`src/design/assert_macros.svh`:
```
// Assertion macros shared by the hash table RTL.
// Expects signals clk and arst_n in the including scope.
`ifndef ASSERT_MACROS_SVH
`define ASSERT_MACROS_SVH
`ifndef SYNTHESIS
`define OAHT_ASSERT(lbl, prop, msg) \
	lbl: assert property (@(posedge clk) disable iff (!arst_n) prop) else $error(msg);
`define OAHT_NEVER(lbl, expr, msg) \
	lbl: assert property (@(posedge clk) disable iff (!arst_n) !(expr)) else $error(msg);
`else
`define OAHT_ASSERT(lbl, prop, msg)
`define OAHT_NEVER(lbl, expr, msg)
`endif
`endif

```
`src/design/oaht_pkg.sv`:
```
// Constants and codes for the open addressing hash table.
// No dependencies.
package oaht_pkg;
	localparam int DEPTH = 1024;
	localparam int IDX_W = $clog2(DEPTH);
	localparam int CNT_W = IDX_W + 1;
	localparam int KEY_W = 32;
	localparam int VAL_W = 32;
	localparam int DVD_W = KEY_W;
	localparam int DVS_W = CNT_W;
	localparam int CFG_W = 11;
	localparam int HASH_MUL = 61;
	localparam int HASH_DIV = 100;
	// floor(x / 100) as (x * RCP) >> SH, exact over the ranges used
	localparam int RCP100_NARROW = 5243;
	localparam int SH100_NARROW = 19;
	localparam int RCP100_WIDE = 167773;
	localparam int SH100_WIDE = 24;

	localparam logic [1:0] OP_LOOKUP = 2'd0;
	localparam logic [1:0] OP_INSERT = 2'd1;
	localparam logic [1:0] OP_DELETE = 2'd2;
	localparam logic [1:0] OP_MODIFY = 2'd3;

	localparam logic [1:0] ST_OK = 2'd0;
	localparam logic [1:0] ST_MISS = 2'd1;
	localparam logic [1:0] ST_FULL = 2'd2;
	localparam logic [1:0] ST_KEYZERO = 2'd3;

	localparam logic [1:0] REG_TABLE_SIZE = 2'd0;
	localparam logic [1:0] REG_HASH_MODE = 2'd1;
	localparam logic [1:0] REG_PROBE_MODE = 2'd2;
endpackage

```
`src/design/oaht_div.sv`:
```
// Bit-serial restoring divider, one bit per cycle, remainder output.
// Depends on oaht_pkg.
module oaht_div (
	input  logic                         clk,
	input  logic                         arst_n,
	input  logic                         start,
	input  logic [oaht_pkg::DVD_W-1:0]   dividend,
	input  logic [oaht_pkg::DVS_W-1:0]   divisor,
	output logic                         done,
	output logic [oaht_pkg::DVS_W-1:0]   rem
);
	import oaht_pkg::*;

	localparam int STEP_W = $clog2(DVD_W + 1);

	logic [DVD_W-1:0] dvd_q;
	logic [DVS_W-1:0] dvs_q;
	logic [DVS_W-1:0] rem_q;
	logic [STEP_W-1:0] step_q;
	logic busy_q;
	logic done_q;
	logic [DVS_W:0] trial;
	logic [DVS_W:0] diff;
	logic take;

	always_comb begin
		trial = {rem_q, dvd_q[DVD_W-1]};
		diff = trial - {1'b0, dvs_q};
		take = (trial >= {1'b0, dvs_q});
	end

	always_ff @(posedge clk or negedge arst_n) begin
		if (!arst_n) begin
			busy_q <= 1'b0;
			done_q <= 1'b0;
			step_q <= '0;
		end else begin
			done_q <= 1'b0;
			if (start && !busy_q) begin
				busy_q <= 1'b1;
				step_q <= STEP_W'(DVD_W);
			end else if (busy_q) begin
				step_q <= step_q - 1'b1;
				if (step_q == STEP_W'(1)) begin
					busy_q <= 1'b0;
					done_q <= 1'b1;
				end
			end
		end
	end

	always_ff @(posedge clk) begin
		if (start && !busy_q) begin
			dvd_q <= dividend;
			dvs_q <= divisor;
			rem_q <= '0;
		end else if (busy_q) begin
			dvd_q <= {dvd_q[DVD_W-2:0], take};
			rem_q <= take ? diff[DVS_W-1:0] : trial[DVS_W-1:0];
		end
	end

	assign done = done_q;
	assign rem = rem_q;
endmodule

```
`config.mk`:
```
export PLATFORM = sky130hd
export DESIGN_NAME = oaht_div
export DESIGN_NICKNAME = d
export VERILOG_FILES = /design/src/design/assert_macros.svh /design/src/design/oaht_pkg.sv /design/src/design/oaht_div.sv
export SDC_FILE = /design/constraint.sdc
export NUM_CORES = 1
export LEC_CHECK = 0
export ABC_AREA = 1
export BUFFER_PORTS_ARGS = -buffer_cell sky130_fd_sc_hd__buf_2
export CAP_MARGIN = 10
export CORE_MARGIN = 2
export CORE_UTILIZATION = 50
export CTS_BUF_LIST = sky130_fd_sc_hd__clkbuf_8
export DETAILED_ROUTE_END_ITERATION = 7
export PLACE_DENSITY = 0.69
export SYNTH_ARGS = -nofsm -noshare
export SYNTH_HDL_FRONTEND = slang
export SYNTH_SLANG_ARGS = --single-unit
```
`constraint.sdc`:
```
create_clock -name clk -period 3.6 [get_ports clk]
set_clock_uncertainty 0.1 [all_clocks]
set_input_delay 0.54 -clock clk [delete_from_list [all_inputs] [get_ports clk]]
set_output_delay 0.54 -clock clk [all_outputs]
set_load 0.01 [all_outputs]
```
==> results of run 1 <==
[synthesized netlist by cell type, types with 2 or more instances]
master    number
a21oi_1        3
buf_2          5
buf_6          2
clkbuf_1       4
dfrtp_1        8
dfxtp_1       11
edfxtp_1      43
ha_1          13
inv_1         50
inv_2          3
nand2_1      162
nand2_2       13
nand3_1       29
nand3_2        7
nand4_1       14
nor2_1        13
nor2_2         3
o21ai_0        4
o22ai_1        2
xor2_1         2
[final timing paths]
| path | startpoint | to | slack (ps) | cells after the start |
|---|---|---|---|---|
| min in group asynchronous | arst_n | busy_q$_DFF_PN0_ | 460 | 2 |
| setup reg to reg | busy_q$_DFF_PN0_ | dvd_q[14]$_DFFE_PP_ | 1380 | 3 |
| setup / recovery | busy_q$_DFF_PN0_ | dvd_q[14]$_DFFE_PP_ | 1380 | 3 |
| hold reg to reg | rem[10]$_SDFFE_PP0P_ | rem[10]$_SDFFE_PP0P_ | 390 | 2 |
| max in group asynchronous | arst_n | step_q[0]$_DFFE_PN0P_ | 2760 | 2 |
| hold / removal | divisor[3] | dvs_q[3]$_DFFE_PP_ | 270 | 1 |
[repair_timing]
item                      in CTS  in global routing
resized for setup              0                  0
hold endpoints to repair       8                  0
setup buffers                  0                  0
hold buffers                   1                  0
[per-stage QoR]
stage | worst slack, ps | area (sq um) | total power, mW | hold slack, ps | std cells
final | 1378 | 3923 | 3.531 | 266.8 | 542
after global routing | 1175 | 3923 | 3.848 | 254.6 | 542
after CTS | 1369 | 3923 | 3.551 | 257.9 | 542
after detailed placement | 1384 | 3699 | 2.875 | 293.1 | 525
after global placement | 1437 | 3699 | 2.825 | 289.5 | 525
after floorplan | 1745 | 3387 | 2.540 | 144.4 | 402
[worst max-delay path: stages, from the launching register on]
cell and delay [ps]:
dfrtp_1 620, nor2_1 810, inv_1 80, buf_4 290
[final cells by class]
type / count / area, sq um / share of cell area, %
flip-flops and latches: 62 / 1712 / 43.64
multi-input cells: 274 / 1391 / 35.47
repair buffers: 60 / 310.3 / 7.911
inverters: 53 / 198.9 / 5.072
clock buffers: 9 / 123.9 / 3.158
well taps: 77 / 96.34 / 2.456
clock inverters: 7 / 90.09 / 2.297
[power groups by stage]
stage	clock, mW	sequential [mW]	combinational (mW)
after floorplan	0	1.32	1.22
after global placement	0	1.34	1.49
after detailed placement	0	1.35	1.52
after CTS	0.680	1.34	1.53
after global routing	0.711	1.38	1.76
final	0.668	1.34	1.52
[flip-flops by register name, summed over array words and instances, names as in the netlist]
name    flops
busy_q      1
done        1
dvd_q      32
dvs_q      11
rem        11
step_q      6
[per-layer routing]
layer  vias to the layer above  GRT usage, %
li1                       1411             -
met1                      1233         27.15
met2                        59         31.85
met3                        13         4.476
met4                         0         7.528
met5                         -             0
[logic make-up after synthesis]
family | Yosys count
DFF | 62
AOI/OAI and AO/OA | 11
and+or+nand+nor | 246
adders and majority gates | 14
buffers and inverters | 66
xor gates and xnor gates | 3
==> flow_metrics.py, run 1 <==
metrics = {
    "sta": {
        "slew_headroom_pct": 38.43,
        "post-route-period-util_pct": 61.71,
        "final_max_slew_viol_count": 0,
        "worstMarginPinSlew_ps": 920.1,
        "finalHoldViolations": 0,
        "setup_tns_ps": 0,
        "rsz0062_at_grt": "no",
        "finalSetupViolCount": 0,
        "min_period_ps": 2222,
        "max_clock_freq_ghz": 0.4501,
    },
    "synth": {
        "synthArstFlopShare_pct": 12.90,
        "yosys_most_used_dff": "edfxtp_1",
        "synth-simple-area-share_pct": 32.88,
        "ys_warn_count": 0,
        "synthCells": 402,
        "synth_edf_count": 43,
        "synthXorXnorAreaFrac_pct": 0.7758,
        "synth_cell_type_count": 31,
        "yosysTopAreaCell": "edfxtp_1",
        "synth_area_leaders": "edfxtp_1 38%, nand2_1 18%, dfxtp_1 6.5%",
        "ys_seq_area_share_pct": 50.54,
        "synthMuxAreaShare_pct": 0,
        "syn-num-nets": 462,
        "synth_fa_ha_area_share_pct": 5.393,
        "synth_compound_gate_area_share_pct": 1.884,
        "avgSynthCellArea_sq_um": 8.425,
        "synth_top_area_share_pct": 38.12,
        "ys_ff_latch": 62,
        "synth_top_family_by_area": "simple AND/OR/NAND/NOR gates",
        "syn_area_sq_um": 3387,
    },
    "cts": {
        "insertion_delay_ps": 340,
        "numCtsBuffers": 9,
        "clkSinkCount": 62,
        "cts.clk_slew.worst_paths_ps": 80,
        "cts_tree": "yes",
        "clock_path_buffers": 2,
        "cts_max_level": 3,
        "root_buffer": "clkbuf_8",
    },
    "power": {
        "clock_power_share_pct": 18.9,
        "intPower_mw": 2.133,
        "power_frac_seq_pct": 38.0,
        "powerDensity_nw_per_um2": 900.2,
        "switching_share_pct": 39.60,
        "ir_drop_mv": 0.3629,
        "p_sw_mw": 1.398,
        "p_leak_nw": 1.997,
        "p_comb_share_pct": 43.1,
    },
    "detailed_routing": {
        "wl_met1_mm": 3.372,
        "wl_per_cell_um": 12.67,
        "dr.pass1.iters": 4,
        "vias": 2716,
        "drt_iter0_drc": 134,
        "final_antenna_net_count": 0,
        "top_layer": "met4",
        "route.met2.wl_mm": 3.077,
        "vias_per_cell": 5.011,
        "drc": 0,
        "routed_wl_mm": 6.866,
        "met3_length_um": 301,
    },
    "critical_path": {
        "worst-setup-path-type": "register to register",
        "endpoint_kind": "register",
        "start_kind": "register",
        "cp.arrival_ps": 2170,
        "required_ps": 3550,
        "crit_fanout": 34,
    },
    "global_route": {
        "grt.overflow.total": 0,
        "antenna_found_initial": 0,
        "grt_pass1_wl_mm": 11.59,
        "grt_util_all_layers_pct": 20.07,
        "grt_max_degree": 36,
        "grt_pass1_vias": 2564,
    },
    "outcome": {
        "status": "completed",
    },
    "die": {
        "die_w_um": 86.31,
        "die_y_um": 86.31,
        "core_sq_um": 6459,
        "ios": 58,
        "die_area_sq_um": 7449,
        "rows": 29,
        "initial_core_util_pct": 52.44,
    },
    "final_layout": {
        "nets": 520,
        "final_common_cell": "nand2_1",
        "nFillCells": 601,
        "area_growth_syn_to_layout_pct": 15.81,
        "drive_gt1_share_pct": 22.58,
        "antennaDiodeCount": 0,
        "utilization_pct": 60.73,
        "most-common-layout-cells": "162 x nand2_1, 57 x buf_2, 51 x inv_1",
    },
    "run": {
        "maxCapViolations": 0,
    },
    "hold_path": {
        "min_path_type": "primary input to register",
    },
    "placement": {
        "io_buffers": 57,
        "gp_congestion": 0.9112,
        "hpwl_mm": 4.822,
    },
}
Power figures use the tool's default switching activity.
==> run 2: changes to the inputs <==
--- a/config.mk
+++ b/config.mk
@@ -12,7 +12,7 @@
 export CORE_UTILIZATION = 50
 export CTS_BUF_LIST = sky130_fd_sc_hd__clkbuf_8
 export DETAILED_ROUTE_END_ITERATION = 7
-export PLACE_DENSITY = 0.69
+export PLACE_DENSITY = 0.72
 export SYNTH_ARGS = -nofsm -noshare
 export SYNTH_HDL_FRONTEND = slang
 export SYNTH_SLANG_ARGS = --single-unit
==> constraint.sdc (replaced) <==
create_clock -name clk -period 1.85 [get_ports clk]
set_clock_uncertainty 0.1 [all_clocks]
set_input_delay 0.2775 -clock clk [delete_from_list [all_inputs] [get_ports clk]]
set_output_delay 0.2775 -clock clk [all_outputs]
set_load 0.01 [all_outputs]
==> run 2 against run 1 <==
  * The run now ends with setup timing left
  * Register-to-register slack lost 1400 ps
  * Critical path depth grew 9
  * Clock power up 75%
  * Count of clock-buffer cells in the layout grew 1
  * Non-clock buffer count is 23 higher
  * Sequential share of layout area down 3.5 points
  * Combinational power is 140% higher
  * First-iteration DRC count up 22%
  * Largest cell class unchanged
  * Largest power group unchanged
==> flow_metrics.py, run 2 (synthesis results as in run 1) <==
metrics = {
    "cts": {
        "numCtsBuffers": 9,
        "cts.clk_slew.worst_paths_ps": 70,
        "root_buffer": "clkbuf_8",
        "clock_path_buffers": 2,
        "insertion_delay_ps": 340,
        "clkSinkCount": 62,
        "cts_max_level": 3,
        "cts_tree": "yes",
    },
    "critical_path": {
        "worst-setup-path-type": "register to register",
        "crit_path_cell_trace": "inv_2, ha_2, fa_2, inv_2, nand3_2, nand3_4, nand2_4, nand4_4, buf_4, nand2_2, nand3_1, nand2_1",
        "reg2reg_from": "dvd_q[31]$_DFFE_PP_",
        "endpoint_kind": "register",
        "required_ps": 1980,
        "slowest_delay_ps": 360,
        "crit_fanout": 5,
        "crit_path_frequent_cell": "inv_2",
        "reg2reg_depth": 12,
        "r2r_end": "rem[2]$_SDFFE_PP0P_",
        "start_kind": "register",
        "crit_slowest_cell": "edfxtp_1",
        "cp.arrival_ps": 2010,
        "rrSetupSlack_ps": -30,
    },
    "die": {
        "initial_core_util_pct": 52.44,
        "rows": 29,
        "die_area_sq_um": 7449,
        "die_w_um": 86.31,
        "ios": 58,
        "die_y_um": 86.31,
        "core_sq_um": 6459,
    },
    "sta": {
        "slew_headroom_pct": 64.63,
        "finalWorstSetupSlack_ps": -25.11,
        "rsz0062_at_grt": "yes",
        "finalHoldViolations": 0,
        "max_clock_freq_ghz": 0.5333,
        "min_period_ps": 1875,
        "setup_tns_ps": -87.92,
        "final_max_slew_viol_count": 0,
        "worstMarginPinSlew_ps": 529.8,
        "whs_ps": 17.75,
        "post-route-period-util_pct": 101.4,
        "finalSetupViolCount": 5,
    },
    "hold_path": {
        "min_path_cells": 1,
        "hp-start": "divisor[4]",
        "min_path_type": "primary input to register",
        "worstHoldEndpoint": "dvs_q[4]$_DFFE_PP_",
    },
    "final_layout": {
        "stdcell_count": 567,
        "most-common-layout-cells": "159 x nand2_1, 57 x buf_2, 50 x inv_1",
        "final_common_cell": "nand2_1",
        "area_growth_syn_to_layout_pct": 26.01,
        "largest_reg_flops": 32,
        "regMostFlops": "dvd_q",
        "drive_gt1_share_pct": 28.98,
        "nets": 545,
        "antennaDiodeCount": 0,
        "final_area_sq_um": 4268,
        "nFillCells": 584,
        "utilization_pct": 66.08,
    },
    "power": {
        "total_power_mw": 7.415,
        "ir_drop_mv": 0.7032,
        "powerDensity_nw_per_um2": 1737,
        "p_leak_nw": 2.159,
    },
    "detailed_routing": {
        "dr.pass1.iters": 4,
        "vias_per_cell": 4.970,
        "vias": 2818,
        "wl_per_cell_um": 12.85,
        "drt_iter0_drc": 164,
        "routed_wl_mm": 7.285,
        "final_antenna_net_count": 0,
        "drc": 0,
    },
    "placement": {
        "post-place-cells": 542,
        "pre_cts_ws_ps": -119.0,
        "io_buffers": 57,
        "hpwl_mm": 4.860,
        "placed_cell_area_sq_um": 3866,
        "gp_congestion": 0.8653,
    },
    "global_route": {
        "grt_max_degree": 45,
        "grt.overflow.total": 0,
        "grt_pass1_vias": 2739,
        "grt_pass1_wl_mm": 12.48,
        "antenna_found_initial": 0,
        "grt_util_all_layers_pct": 21.64,
    },
    "run": {
        "maxCapViolations": 0,
    },
    "outcome": {
        "violations": "setup timing",
        "status": "finished with violations",
    },
}
run 2: power breakdown:
| part | internal [mW] | switching (mW) |
|---|---|---|
| clock | 0.645 | 0.528 |
| sequential | 2.26 | 0.333 |
| combinational | 1.58 | 2.07 |
run 2: timing repair:
action	in CTS	in global routing
setup endpoints to repair	12	12
resized for setup	10	16
hold endpoints to repair	11	1
hold buffers	4	1
pin swaps	3	4
cloned	1	1
buffers inserted	2	0
run 2: final cells by class:
cell class	instances	area (sq um)	share of cell area (%)
flip-flops and latches	62	1712	40.11
multi-input cells	276	1526	35.77
inverters	53	198.9	4.661
clock buffers	10	137.6	3.225
repair buffers	83	541.8	12.69
clock inverters	6	55.05	1.290
well taps	77	96.34	2.257
run 2: worst max path at each step:
stage,start,to,slack [ps],cells after the start
2_1_floorplan,dvd_q[31]$_DFFE_PP_,dvd_q[0]$_DFFE_PP_,30,11
3_3_place_gp,dvd_q[31]$_DFFE_PP_,rem[8]$_SDFFE_PP0P_,-30,12
3_5_place_dp,dvd_q[31]$_DFFE_PP_,rem[2]$_SDFFE_PP0P_,-120,12
4_1_cts,dvs_q[0]$_DFFE_PP_,rem[7]$_SDFFE_PP0P_,-60,11
5_1_grt,dvd_q[31]$_DFFE_PP_,rem[10]$_SDFFE_PP0P_,-120,12
6_report,dvd_q[31]$_DFFE_PP_,rem[2]$_SDFFE_PP0P_,-30,12
run 2: routing by layer:
layer / share of wire, % / global-route usage, % / routed length (um) / up-vias
li1: - / - / - / 1461
met5: 0 / 0 / 0 / -
met2: 48 / 35.66 / 3509 / 71
met4: 1.1 / 6.818 / 80 / 0
met3: 5.3 / 5.333 / 389 / 8
met1: 45 / 28.33 / 3306 / 1278
run 2: worst max-delay path: cells and delay by family, from the launching register on:
family / cells / cell delay, ps
and+or+nand+nor: 7 / 540
adders and majority gates: 2 / 530
DFF: 1 / 360
buffers and inverters: 3 / 250
